===== src/rtl/cdu_pkg.sv =====
// Calendar date unit package: request codes, date and pipeline stage types,
// calendar constants and month tables shared by the RTL modules.
// No dependencies.
`default_nettype none

package cdu_pkg;

   // Request codes carried on req_type
   typedef enum logic [1:0] {
      REQ_LOAD_DATE   = 2'd0,
      REQ_LOAD_SERIAL = 2'd1,
      REQ_STEP_FWD    = 2'd2,
      REQ_STEP_BACK   = 2'd3
   } req_code_type;

   // Calendar range and day counts
   localparam int YEAR_FIRST    = 1901;
   localparam int YEAR_LAST     = 2099;
   localparam int SERIAL_LAST   = 72684;
   localparam int DAYS_PER_YEAR = 365;
   localparam int DAYS_PER_QUAD = 1461;
   localparam int WEEK_DAYS     = 7;

   // floor(2^22 / 1461): quotient estimate is low by at most one
   localparam int QUAD_RECIP = 2870;
   localparam int QUAD_SHIFT = 22;

   localparam logic [2:0] WEEKDAY_NONE = 3'd7;

   typedef struct packed {
      logic [11:0] year;
      logic [3:0]  month;
      logic [4:0]  day;
   } date_type;

   localparam date_type MARKER_DATE = '{year: 12'd1, month: 4'd1, day: 5'd1};

   // Stage 1: raw request fields
   typedef struct packed {
      req_code_type code;
      logic [11:0]  year;
      logic [3:0]   month;
      logic [4:0]   day;
      logic [16:0]  serial;
   } req_stage_type;

   // Stage 2: request plus estimated four-year block index
   typedef struct packed {
      req_stage_type req;
      logic [6:0]    quad_est;
   } split_stage_type;

   // Stage 3: decoded load candidate
   typedef struct packed {
      req_code_type code;
      logic         ok;
      date_type     date;
   } cand_stage_type;

   // Length of a month; zero for a month code outside 1..12
   function automatic logic [4:0] days_in(input logic [11:0] year, input logic [3:0] month);
      logic [4:0] len;
      case (month)
         4'd1, 4'd3, 4'd5, 4'd7, 4'd8, 4'd10, 4'd12: len = 5'd31;
         4'd4, 4'd6, 4'd9, 4'd11:                   len = 5'd30;
         4'd2:    len = (year[1:0] == 2'b00) ? 5'd29 : 5'd28;
         default: len = 5'd0;
      endcase
      return len;
   endfunction

   // Days of the year before the first of a month, leap day included
   function automatic logic [8:0] days_before(input logic [3:0] month, input logic leap);
      logic [8:0] cnt;
      case (month)
         4'd1:    cnt = 9'd0;
         4'd2:    cnt = 9'd31;
         4'd3:    cnt = 9'd59;
         4'd4:    cnt = 9'd90;
         4'd5:    cnt = 9'd120;
         4'd6:    cnt = 9'd151;
         4'd7:    cnt = 9'd181;
         4'd8:    cnt = 9'd212;
         4'd9:    cnt = 9'd243;
         4'd10:   cnt = 9'd273;
         4'd11:   cnt = 9'd304;
         4'd12:   cnt = 9'd334;
         default: cnt = 9'd0;
      endcase
      if (leap && (month > 4'd2)) begin
         cnt = cnt + 9'd1;
      end
      return cnt;
   endfunction

endpackage

`default_nettype wire


===== src/rtl/cdu_decode.sv =====
// Calendar date unit decode stage: checks a load-date request and converts
// a serial day number into year/month/day. Uses cdu_pkg.
`default_nettype none

module cdu_decode (
   input  cdu_pkg::split_stage_type split_stage,
   output cdu_pkg::cand_stage_type  cand_stage
);
   import cdu_pkg::*;

   logic [16:0] day_index;
   logic [17:0] quad_prod;
   logic [16:0] quad_rest;
   logic [6:0]  quad;
   logic [10:0] quad_rem;
   logic [1:0]  year_in_quad;
   logic [10:0] year_days;
   logic [8:0]  year_rem;
   logic        leap;
   logic [3:0]  conv_month;
   logic [8:0]  month_start;
   date_type    conv_date;
   logic        load_ok;
   logic        serial_ok;

   // Fix the block estimate: remainder within one block
   always_comb begin
      day_index = split_stage.req.serial - 17'd1;
      quad_prod = 18'(split_stage.quad_est) * 18'(DAYS_PER_QUAD);
      quad_rest = day_index - quad_prod[16:0];
      if (quad_rest >= 17'(DAYS_PER_QUAD)) begin
         quad     = split_stage.quad_est + 7'd1;
         quad_rem = 11'(quad_rest - 17'(DAYS_PER_QUAD));
      end else begin
         quad     = split_stage.quad_est;
         quad_rem = quad_rest[10:0];
      end
   end

   // Year within the block; the fourth year is the leap year
   always_comb begin
      if (quad_rem >= 11'(3 * DAYS_PER_YEAR)) begin
         year_in_quad = 2'd3;
         year_days    = 11'(3 * DAYS_PER_YEAR);
      end else if (quad_rem >= 11'(2 * DAYS_PER_YEAR)) begin
         year_in_quad = 2'd2;
         year_days    = 11'(2 * DAYS_PER_YEAR);
      end else if (quad_rem >= 11'(DAYS_PER_YEAR)) begin
         year_in_quad = 2'd1;
         year_days    = 11'(DAYS_PER_YEAR);
      end else begin
         year_in_quad = 2'd0;
         year_days    = 11'd0;
      end
      year_rem = 9'(quad_rem - year_days);
      leap     = (year_in_quad == 2'd3);
   end

   // Month by parallel compares against month starts
   always_comb begin
      conv_month = 4'd1;
      for (int m = 2; m <= 12; m++) begin
         if (year_rem >= days_before(4'(m), leap)) begin
            conv_month = 4'(m);
         end
      end
      month_start     = days_before(conv_month, leap);
      conv_date.year  = 12'(YEAR_FIRST) + {3'b000, quad, 2'b00} + {10'd0, year_in_quad};
      conv_date.month = conv_month;
      conv_date.day   = 5'(year_rem - month_start + 9'd1);
   end

   // Range checks
   always_comb begin
      load_ok = (split_stage.req.year >= 12'(YEAR_FIRST))
             && (split_stage.req.year <= 12'(YEAR_LAST))
             && (split_stage.req.month >= 4'd1) && (split_stage.req.month <= 4'd12)
             && (split_stage.req.day >= 5'd1)
             && (split_stage.req.day <= days_in(split_stage.req.year, split_stage.req.month));
      serial_ok = (split_stage.req.serial != 17'd0)
               && (split_stage.req.serial <= 17'(SERIAL_LAST));
   end

   // Candidate for the state update
   always_comb begin
      cand_stage.code = split_stage.req.code;
      if (split_stage.req.code == REQ_LOAD_DATE) begin
         cand_stage.ok         = load_ok;
         cand_stage.date.year  = split_stage.req.year;
         cand_stage.date.month = split_stage.req.month;
         cand_stage.date.day   = split_stage.req.day;
      end else begin
         cand_stage.ok   = serial_ok;
         cand_stage.date = conv_date;
      end
   end

endmodule

`default_nettype wire


===== src/rtl/cdu_step.sv =====
// Calendar date unit state update: applies a load, a forward step or a
// back step to the current date. Uses cdu_pkg.
`default_nettype none

module cdu_step (
   input  cdu_pkg::cand_stage_type cand_stage,
   input  cdu_pkg::date_type       cur_date,
   input  logic                    cur_valid,
   output cdu_pkg::date_type       next_date,
   output logic                    next_valid
);
   import cdu_pkg::*;

   logic [4:0] month_len;
   logic [4:0] prev_month_len;

   assign month_len      = days_in(cur_date.year, cur_date.month);
   assign prev_month_len = days_in(cur_date.year, cur_date.month - 4'd1);

   // Next date; the marker covers every invalid outcome
   always_comb begin
      next_date  = MARKER_DATE;
      next_valid = 1'b0;
      case (cand_stage.code)
         REQ_LOAD_DATE, REQ_LOAD_SERIAL: begin
            if (cand_stage.ok) begin
               next_date  = cand_stage.date;
               next_valid = 1'b1;
            end
         end
         REQ_STEP_FWD: begin
            if (cur_valid) begin
               next_date  = cur_date;
               next_valid = 1'b1;
               if (cur_date.day >= month_len) begin
                  next_date.day = 5'd1;
                  if (cur_date.month >= 4'd12) begin
                     next_date.month = 4'd1;
                     if (cur_date.year >= 12'(YEAR_LAST)) begin
                        next_date  = MARKER_DATE;
                        next_valid = 1'b0;
                     end else begin
                        next_date.year = cur_date.year + 12'd1;
                     end
                  end else begin
                     next_date.month = cur_date.month + 4'd1;
                  end
               end else begin
                  next_date.day = cur_date.day + 5'd1;
               end
            end
         end
         REQ_STEP_BACK: begin
            if (cur_valid) begin
               next_date  = cur_date;
               next_valid = 1'b1;
               if (cur_date.day <= 5'd1) begin
                  if (cur_date.month <= 4'd1) begin
                     if (cur_date.year <= 12'(YEAR_FIRST)) begin
                        next_date  = MARKER_DATE;
                        next_valid = 1'b0;
                     end else begin
                        next_date.year  = cur_date.year - 12'd1;
                        next_date.month = 4'd12;
                        next_date.day   = 5'd31;
                     end
                  end else begin
                     next_date.month = cur_date.month - 4'd1;
                     next_date.day   = prev_month_len;
                  end
               end else begin
                  next_date.day = cur_date.day - 5'd1;
               end
            end
         end
         default: begin
            next_date  = MARKER_DATE;
            next_valid = 1'b0;
         end
      endcase
   end

endmodule

`default_nettype wire


===== src/rtl/cdu_serial.sv =====
// Calendar date unit output stage: serial day number and weekday of the
// current date. Uses cdu_pkg.
`default_nettype none

module cdu_serial (
   input  cdu_pkg::date_type date,
   input  logic              date_valid,
   output logic [16:0]       serial,
   output logic [2:0]        weekday
);
   import cdu_pkg::*;

   logic [7:0]  year_off;
   logic        leap;
   logic [8:0]  day_of_year;
   logic [16:0] serial_sum;
   logic [9:0]  week_sum;
   logic [4:0]  fold_hi;
   logic [3:0]  fold_lo;
   logic [2:0]  week_rem;

   // Serial: 365 per year plus one per leap year passed
   always_comb begin
      year_off    = 8'(date.year - 12'(YEAR_FIRST));
      leap        = (date.year[1:0] == 2'b00);
      day_of_year = days_before(date.month, leap);
      serial_sum  = 17'(year_off) * 17'(DAYS_PER_YEAR) + 17'(year_off[7:2])
                  + 17'(day_of_year) + 17'(date.day);
   end

   // Weekday: 365 = 1 mod 7, then fold octal digits (8 = 1 mod 7)
   always_comb begin
      week_sum = 10'(year_off) + 10'(year_off[7:2]) + 10'(day_of_year) + 10'(date.day);
      fold_hi  = 5'(week_sum[2:0]) + 5'(week_sum[5:3]) + 5'(week_sum[8:6])
               + 5'(week_sum[9]);
      fold_lo  = 4'(fold_hi[2:0]) + 4'(fold_hi[4:3]);
      if (fold_lo >= 4'(WEEK_DAYS)) begin
         week_rem = 3'(fold_lo - 4'(WEEK_DAYS));
      end else begin
         week_rem = fold_lo[2:0];
      end
   end

   assign serial  = date_valid ? serial_sum : 17'd0;
   assign weekday = date_valid ? week_rem : WEEKDAY_NONE;

endmodule

`default_nettype wire


===== src/rtl/calendar_date_unit.sv =====
// Calendar date unit top level: request pipeline, current-date register and
// result register. Uses cdu_pkg, cdu_decode, cdu_step and cdu_serial.
//
// Usage:
//  The block holds one current date in 1901..2099. Each request transaction
//  on the req_ channel (valid/ready) loads a date, loads a serial day number,
//  or steps the date forward or back one day. Every request yields exactly
//  one result transaction on the rsp_ channel with the date after the
//  request, a valid flag, the serial day number and the weekday.
//  Throughput: one request per cycle unless a low rsp_ready stalls the
//  pipeline. The pipeline is input register, serial block estimate,
//  decode, date update, result register; the date register is the only loop.
//  Reset: all stages empty, the current date becomes the invalid marker
//  1/1/1 (serial 0, weekday 7).
//  Stall: when rsp_ready is low the result holds; empty stages still take
//  requests until the pipeline fills, then req_ready drops.
`default_nettype none

module calendar_date_unit (
   input  logic        clock,
   input  logic        reset,
   input  logic        req_valid,
   output logic        req_ready,
   input  logic [1:0]  req_type,
   input  logic [11:0] req_year_in,
   input  logic [3:0]  req_month_in,
   input  logic [4:0]  req_day_in,
   input  logic [16:0] req_serial_in,
   output logic        rsp_valid,
   input  logic        rsp_ready,
   output logic [11:0] rsp_year_out,
   output logic [3:0]  rsp_month_out,
   output logic [4:0]  rsp_day_out,
   output logic        rsp_date_valid,
   output logic [16:0] rsp_serial_out,
   output logic [2:0]  rsp_weekday
);
   import cdu_pkg::*;

   logic            adv1, adv2, adv3, adv4, adv5;
   logic            s1_valid_ff, s2_valid_ff, s3_valid_ff, s4_valid_ff, rsp_valid_ff;
   req_stage_type   s1_ff, s1_in;
   split_stage_type s2_ff, s2_in;
   cand_stage_type  s3_ff, s3_in;
   date_type        cur_date_ff, cur_date_in;
   logic            cur_valid_ff, cur_valid_in;
   logic [16:0]     day_index;
   logic [28:0]     quad_prod_est;
   logic [16:0]     serial_in;
   logic [2:0]      weekday_in;
   logic [11:0]     rsp_year_ff;
   logic [3:0]      rsp_month_ff;
   logic [4:0]      rsp_day_ff;
   logic            rsp_date_valid_ff;
   logic [16:0]     rsp_serial_ff;
   logic [2:0]      rsp_weekday_ff;

   // Stage advance: a stage moves when empty or when the next one moves
   assign adv5      = !rsp_valid_ff || rsp_ready;
   assign adv4      = !s4_valid_ff || adv5;
   assign adv3      = !s3_valid_ff || adv4;
   assign adv2      = !s2_valid_ff || adv3;
   assign adv1      = !s1_valid_ff || adv2;
   assign req_ready = adv1;

   // Stage 1 capture
   always_comb begin
      s1_in.code   = req_code_type'(req_type);
      s1_in.year   = req_year_in;
      s1_in.month  = req_month_in;
      s1_in.day    = req_day_in;
      s1_in.serial = req_serial_in;
   end

   // Four-year block estimate by reciprocal multiply
   always_comb begin
      day_index      = s1_ff.serial - 17'd1;
      quad_prod_est  = 29'(day_index) * 29'(QUAD_RECIP);
      s2_in.req      = s1_ff;
      s2_in.quad_est = quad_prod_est[QUAD_SHIFT +: 7];
   end

   cdu_decode u_decode (
      .split_stage (s2_ff),
      .cand_stage  (s3_in)
   );

   cdu_step u_step (
      .cand_stage (s3_ff),
      .cur_date   (cur_date_ff),
      .cur_valid  (cur_valid_ff),
      .next_date  (cur_date_in),
      .next_valid (cur_valid_in)
   );

   cdu_serial u_serial (
      .date       (cur_date_ff),
      .date_valid (cur_valid_ff),
      .serial     (serial_in),
      .weekday    (weekday_in)
   );

   // Control state
   always_ff @(posedge clock) begin
      if (reset) begin
         s1_valid_ff  <= 1'b0;
         s2_valid_ff  <= 1'b0;
         s3_valid_ff  <= 1'b0;
         s4_valid_ff  <= 1'b0;
         rsp_valid_ff <= 1'b0;
         cur_date_ff  <= MARKER_DATE;
         cur_valid_ff <= 1'b0;
      end else begin
         if (adv1) s1_valid_ff  <= req_valid;
         if (adv2) s2_valid_ff  <= s1_valid_ff;
         if (adv3) s3_valid_ff  <= s2_valid_ff;
         if (adv4) s4_valid_ff  <= s3_valid_ff;
         if (adv5) rsp_valid_ff <= s4_valid_ff;
         // Date register updates once per request transaction
         if (adv4 && s3_valid_ff) begin
            cur_date_ff  <= cur_date_in;
            cur_valid_ff <= cur_valid_in;
         end
      end
   end

   // Payload registers
   always_ff @(posedge clock) begin
      if (adv1 && req_valid)   s1_ff <= s1_in;
      if (adv2 && s1_valid_ff) s2_ff <= s2_in;
      if (adv3 && s2_valid_ff) s3_ff <= s3_in;
      if (adv5 && s4_valid_ff) begin
         rsp_year_ff       <= cur_date_ff.year;
         rsp_month_ff      <= cur_date_ff.month;
         rsp_day_ff        <= cur_date_ff.day;
         rsp_date_valid_ff <= cur_valid_ff;
         rsp_serial_ff     <= serial_in;
         rsp_weekday_ff    <= weekday_in;
      end
   end

   assign rsp_valid      = rsp_valid_ff;
   assign rsp_year_out   = rsp_year_ff;
   assign rsp_month_out  = rsp_month_ff;
   assign rsp_day_out    = rsp_day_ff;
   assign rsp_date_valid = rsp_date_valid_ff;
   assign rsp_serial_out = rsp_serial_ff;
   assign rsp_weekday    = rsp_weekday_ff;

   // An invalid current date is always the marker
   a_marker_when_invalid: assert property (@(posedge clock) disable iff (reset)
      !cur_valid_ff |-> (cur_date_ff == MARKER_DATE))
      else $error("invalid date is not the marker");

   // A valid current date lies in range
   a_valid_in_range: assert property (@(posedge clock) disable iff (reset)
      cur_valid_ff |-> ((cur_date_ff.year >= 12'(YEAR_FIRST))
                     && (cur_date_ff.year <= 12'(YEAR_LAST))
                     && (cur_date_ff.month >= 4'd1) && (cur_date_ff.month <= 4'd12)
                     && (cur_date_ff.day >= 5'd1)))
      else $error("valid date out of range");

   // Date register changes only on an update transfer
   a_date_hold: assert property (@(posedge clock) disable iff (reset)
      !(adv4 && s3_valid_ff) |=> ($stable(cur_date_ff) && $stable(cur_valid_ff)))
      else $error("date changed without an update");

   // A valid result never carries the no-weekday code
   a_weekday_known: assert property (@(posedge clock) disable iff (reset)
      (rsp_valid_ff && rsp_date_valid_ff) |-> (rsp_weekday_ff != WEEKDAY_NONE))
      else $error("valid date without weekday");

   // An accepted request enters stage 1
   a_accept_fills: assert property (@(posedge clock) disable iff (reset)
      (req_valid && req_ready) |=> s1_valid_ff)
      else $error("accepted request lost");

endmodule

`default_nettype wire


===== config.mk =====
export PLATFORM = sky130hd
export DESIGN_NAME = calendar_date_unit
export DESIGN_NICKNAME = d
export VERILOG_FILES = /design/src/rtl/cdu_pkg.sv /design/src/rtl/cdu_decode.sv /design/src/rtl/cdu_step.sv /design/src/rtl/cdu_serial.sv /design/src/rtl/calendar_date_unit.sv
export SDC_FILE = /design/constraint.sdc
export NUM_CORES = 1
export LEC_CHECK = 0
export BUFFER_PORTS_ARGS = -buffer_cell sky130_fd_sc_hd__buf_2
export CAP_MARGIN = 25
export CORE_ASPECT_RATIO = 0.9
export CORE_UTILIZATION = 60
export DETAILED_ROUTE_END_ITERATION = 8
export GPL_TIMING_DRIVEN = 0
export PLACE_DENSITY = 0.78
export SETUP_SLACK_MARGIN = 0.5
export SYNTH_ARGS = -nofsm -noshare
export SYNTH_HDL_FRONTEND = slang
export SYNTH_SLANG_ARGS = --single-unit

===== constraint.sdc =====
create_clock -name clock -period 29.1 [get_ports clock]
set_input_delay 4.365 -clock clock [delete_from_list [all_inputs] [get_ports clock]]
set_output_delay 4.365 -clock clock [all_outputs]
set_load 0.05 [all_outputs]

=== Word level (Yosys, flattened, before mapping) ===
Memories as Yosys holds them, arrays and structs flattened. A register that Yosys moved wholly into a read port is not among the register bits.
Cells that the tools add are included.

* $add $sub $neg: 30
* Multiply operators: 3
* Div/mod/pow operators: 0
* Order comparisons: 31
* Equality and inequality tests: 44
* Shift operators: 0
* Multiplexer cells: 64
* Bitwise logic cells: 0
* Reductions and logical operators: 37

{| class="wikitable"
|+ Operator list
! operator !! number
|-
| $mux 21 || 4
|-
| $pmux 21 s3 || 1
|-
| $eq 4x4->1 const B || 15
|-
| $mux 4 || 14
|-
| $eq 4x3->1 const B || 12
|-
| $mux 9 || 5
|-
| $pmux 5 s3 || 3
|-
| $ge 9x8->1 || 4
|-
| $mux 12 || 3
|-
| $sub 17x1->17 const B || 2
|-
| $mux 16 || 2
|-
| $mul 17x11->28 const B || 1
|-
| $ge 9x9->1 || 3
|-
| $eq 4x2->1 const B || 6
|-
| $mux 22 || 1
|-
| $reduce_or 7->1 || 3
|-
| $ge 9x7->1 || 2
|-
| $add 17x5->17 || 1
|-
| $add 17x6->17 || 1
|-
| $add 17x9->17 || 1
|-
| $ge 17x11->1 const B || 1
|-
| $le 17x17->1 const B || 1
|-
| $mul 7x11->17 const B || 1
|-
| $mul 8x9->17 const B || 1
|-
| 62 further kinds || 121
|}

* Bits in registers: 180
* Latch bits: 0
* RAM bits: 0
* Bits in read-only memories: 288
* Output and inout port bits: 44
* Memories: 2

{| class="wikitable"
|+ Memory list
! memory !! depth !! bits a word !! rd ports !! clocked after Yosys merged registers in !! wr ports !! line !! source
|-
| (no name shown) || 16 || 9 || 1 || 0 || 0 || cdu_pkg.sv:75 || <nowiki>case (month)</nowiki>
|-
| (no name shown) || 16 || 9 || 1 || 1 || 0 || cdu_pkg.sv:75 ||
|}

=== Logic depth before layout (Yosys ltp) ===
* Word-level depth: 27
* Gate-level depth with buffers: 58
* Mapped depth without buffers: 56

=== Cells and area by module ===
From an unflattened synthesis, not the netlist that was laid out.

* Cell total of the unflattened synthesis: 2,223
* Area, all modules: 20,841.2 um^2

{| class="wikitable"
|+ Modules (own cells, without submodules)
! module !! times used !! cells each !! area each (um^2) !! sequential area each (um^2)
|-
| calendar_date_unit || 1 || 717 || 9,510.4 || 5,134.9
|-
| cdu_decode || 1 || 744 || 5,439.0 || 0.0
|-
| cdu_serial || 1 || 431 || 3,880.0 || 0.0
|-
| cdu_step || 1 || 331 || 2,011.9 || 0.0
|}

=== Least setup slack after synthesis ===
No wires, ideal clock.

* Path kind: reg-to-reg
* Start point: reg s2_ff[4] in the netlist's numbering
* End point: reg s3_ff[4] in the netlist's numbering, data pin
* Setup time: 270 ps
* Arrival time: 10,798 ps
* Data required time: 28,830 ps
* Slack: 18,032 ps
* Cell stages (with the launch flop): 53
* Period minus slack after synthesis: 11,068 ps
* Cell sequence: edfxtp_1 > ha_1 > ha_1 > inv_1 > fa_1 > inv_1 > fa_1 > inv_1 > ha_1 > a21oi_2 > a21boi_1 > a2111oi_2 > o21bai_2 > xnor2_1 > a211o_2 > and3_1 > buf_6 > mux2_1 > (+17 left out) > a21o_1 > nand3_1 > o31ai_1 > inv_1 > ha_1 > or3_1 > a31oi_1 > nand4_1 > a211oi_2 > xnor2_1 > ha_1 > ha_1 > a21oi_1 > xnor2_1 > xnor2_1 > xnor2_1 > xnor2_1 > a21oi_1

{| class="wikitable"
|+ RTL lines
! what !! line !! source
|-
| from (decl) || calendar_date_unit.sv:43 || <nowiki>split_stage_type s2_ff, s2_in;</nowiki>
|-
| from (signal assigned) || calendar_date_unit.sv:130 || <nowiki>if (adv2 && s1_valid_ff) s2_ff <= s2_in;</nowiki>
|-
| to (signal assigned) || calendar_date_unit.sv:131 || <nowiki>if (adv3 && s2_valid_ff) s3_ff <= s3_in;</nowiki>
|-
| to (decl) || calendar_date_unit.sv:44 || <nowiki>cand_stage_type s3_ff, s3_in;</nowiki>
|}

==> out/metrics.cfg <==
[critical_path]
critPathCaptureType = flip-flop
cp-endpoint = s3_ff[4]
worst_path_max_delay_cell = or4_4
rr_worst_depth = 53
cp-start-kind = flip-flop
cpMostUsedCell = xnor2_1
crit_type = flip-flop to flip-flop
required_ns = 29.26
reg2reg_to = s3_ff[4]
critPathMaxStageDelay_ns = 0.59
crit_arrival_ns = 13.16
reg2reg_slack_ns = 16.09
startpoint = s2_ff[1]
path_max_fanout = 10
r2r_start = s2_ff[1]

[clock_tree]
numCtsBuffers = 17
cts_hold_buf = 0
cts_setup_buffers = 0
clk_latency_ns = 0.45
clk_pin_slew_worst_paths_ns = 0.08
cts_root_buffer = clkbuf_16
cts_tree = done
cts_max_path_buffers = 2
htree_levels = 4
cts_resized = 0
cts_num_sinks = 189

[sta]
fin_tns_setup_ns = 0
slew_violations = 0
max_freq_mhz = 76.9
tightest_slew_ns = 1.19
hold_viol = 0
setup_violations = 0
min_period_over_period = 0.447
setup_slack_ns = 16.09
rsz0062_at_grt = no
max_slew_margin = 0.208
fin_crit_ns = 13.01
skew_ns = 0.0182

[die]
start_util = 0.613
die_w_um = 193
die_area_um2 = 33600
core_area_um2 = 32100
die_y_um = 174
pin_count = 88
rows = 62

[detailed_routing]
firstDrtPassIters = 8
vias = 15122
routed_via_density = 5.89
drtAntennaViolNets = 0
wirelength_um = 45600
drt_iter0_drc = 1219
drc_errors = 4
wl_per_cell_um = 17.8

[hold_path]
hold_path_class = flip-flop to flip-flop
min_from = s1_ff[34]

[logic_synthesis]
post_synth.cell_area_avg_um2 = 9.72
ys_top_cells_by_area = edfxtp_1 23%, ha_1 18%, fa_1 14%
synth_top_area_cell = edfxtp_1
synth-simple-area-share = 0.109
syn_nets = 2500
ys_types = 102
synthAdderAreaFrac = 0.325
ys_warn_count = 0
synthMuxAreaShare = 0.00832
ys.flop_type = edfxtp_1
async_flop_share = 0
synth_top_area_share = 0.233
synth_edf_count = 153
synth_seq_cells = 189
synthXorXnorAreaFrac = 0.0669
synth_top_family_by_area = adder cells
syn_inst = 2027
synth_compound_area_frac = 0.142
synthesis.area_um2 = 19700
ys_seq_area_frac = 0.270

[cells_and_area]
num-fill-cells = 2587
final_common_cell = inv_1
antennaDiodeCount = 0
finalCoreUtilization = 0.664
final_cell_mix = 349 x inv_1, 291 x ha_1, 153 x edfxtp_1, 138 x fa_1, 115 x a21oi_1
final_nets = 2611
drive_gt1_frac = 0.0865
area_growth_pct = 8.21
design_area_um2 = 21300

[placed_design]
portBuffers = 87
dpl-instance-area_um2 = 20800
preCtsSetupSlack_ns = 16.30
dp_hpwl_um = 37200
place_congestion = 0.985

[grt]
antenna_found_initial = 0
grt_use_total = 0.284
grt_max_degree = 41
grt-ovfl-total = 0
grt_pass1_wl_um = 75300
first_global_vias = 15098

[outcome]
failed_checks = DRC
status = finished, violations left

[flow_run]
drv_cap = 0

## per-layer routing
layer / vias to the layer above / share of wire / track usage
li1: 7199 / - / -
met1: 7298 / 0.44 / 0.396
met2: 548 / 0.47 / 0.462
met3: 77 / 0.069 / 0.0424
met4: 0 / 0.019 / 0.0726
met5: - / 0 / 0
## cells by family (layout without fill, tap and decap cells)
kind of cell    after synthesis  after routing
mux                          15             15
buf+inv                     400            523
xor+xnor                    148            148
fa+ha+maj                   429            429
simple gates                432            432
compound gates              414            414
flops                       189            189
## critical path, delay by kind of cell (launching register included)
family,cells,cell delay (ns)
adder cells (fa/ha/maj),8,2.77
multiplexers,1,0.38
buffers and inverters,9,1.58
XOR/XNOR,8,1.36
AO/OA/AOI/OAI,17,3.65
AND/OR/NAND/NOR,10,2.44
flip-flops,1,0.54
## Yosys cell counts, drive strengths merged, types with 37 or more instances
library cell / instances
inv: 350
ha: 291
edfxtp: 153
fa: 138
a21oi: 119
nor2: 115
xnor2: 103
nand2: 100
o21ai: 89
xor2: 45
nand3: 39
clkbuf: 37
## stage by stage
| step | std cells | hold slack (ns) |
|---|---|---|
| 2_1_floorplan | 2027 | 0.400 |
| 3_5_place_dp | 2534 | 0.406 |
| 5_1_grt | 2566 | 0.405 |
| 6_report | 2566 | 0.411 |
| 3_3_place_gp | 2530 | 0.403 |
| 4_1_cts | 2565 | 0.408 |
## sequential cells by signal (all words and copies together), names as in the netlist, named ones only
name,flops
s2_ff,47
s4_valid_ff,1
rsp_serial_out,17
rsp_valid,1
s3_valid_ff,1
s1_ff,40
rsp_year_out,12
s3_ff,24
rsp_month_out,4
s2_valid_ff,1
rsp_day_out,5
rsp_weekday,3
rsp_date_valid,1
cur_date_ff,21
cur_valid_ff,1
s1_valid_ff,1
## worst min path at each step
stage | to | slack, ns | cells past startpoint
finish | s2_ff[41] | 0.41 | 0
global route | s2_ff[41] | 0.40 | 0
CTS | s2_ff[41] | 0.41 | 0
detailed placement | s2_ff[29] | 0.41 | 0
global placement | s2_ff[29] | 0.40 | 0
floorplan | s2_ff[24] | 0.40 | 0
## area by class of cell
class,instances,area [um2],share of cell area
Buffer,49,224,0.0105
Clock buffer,18,429,0.0201
Clock inverter,13,121,0.00569
Inverter,351,1320,0.0618
Multi-Input combinational cell,1438,12900,0.604
Sequential cell,189,5320,0.249
Tap cell,416,520,0.0244
Timing Repair Buffer,92,518,0.0243
Power is left out: the tool's default activity adds up to more than one toggle a clock period on the data nets, which glitch-free logic cannot reach.
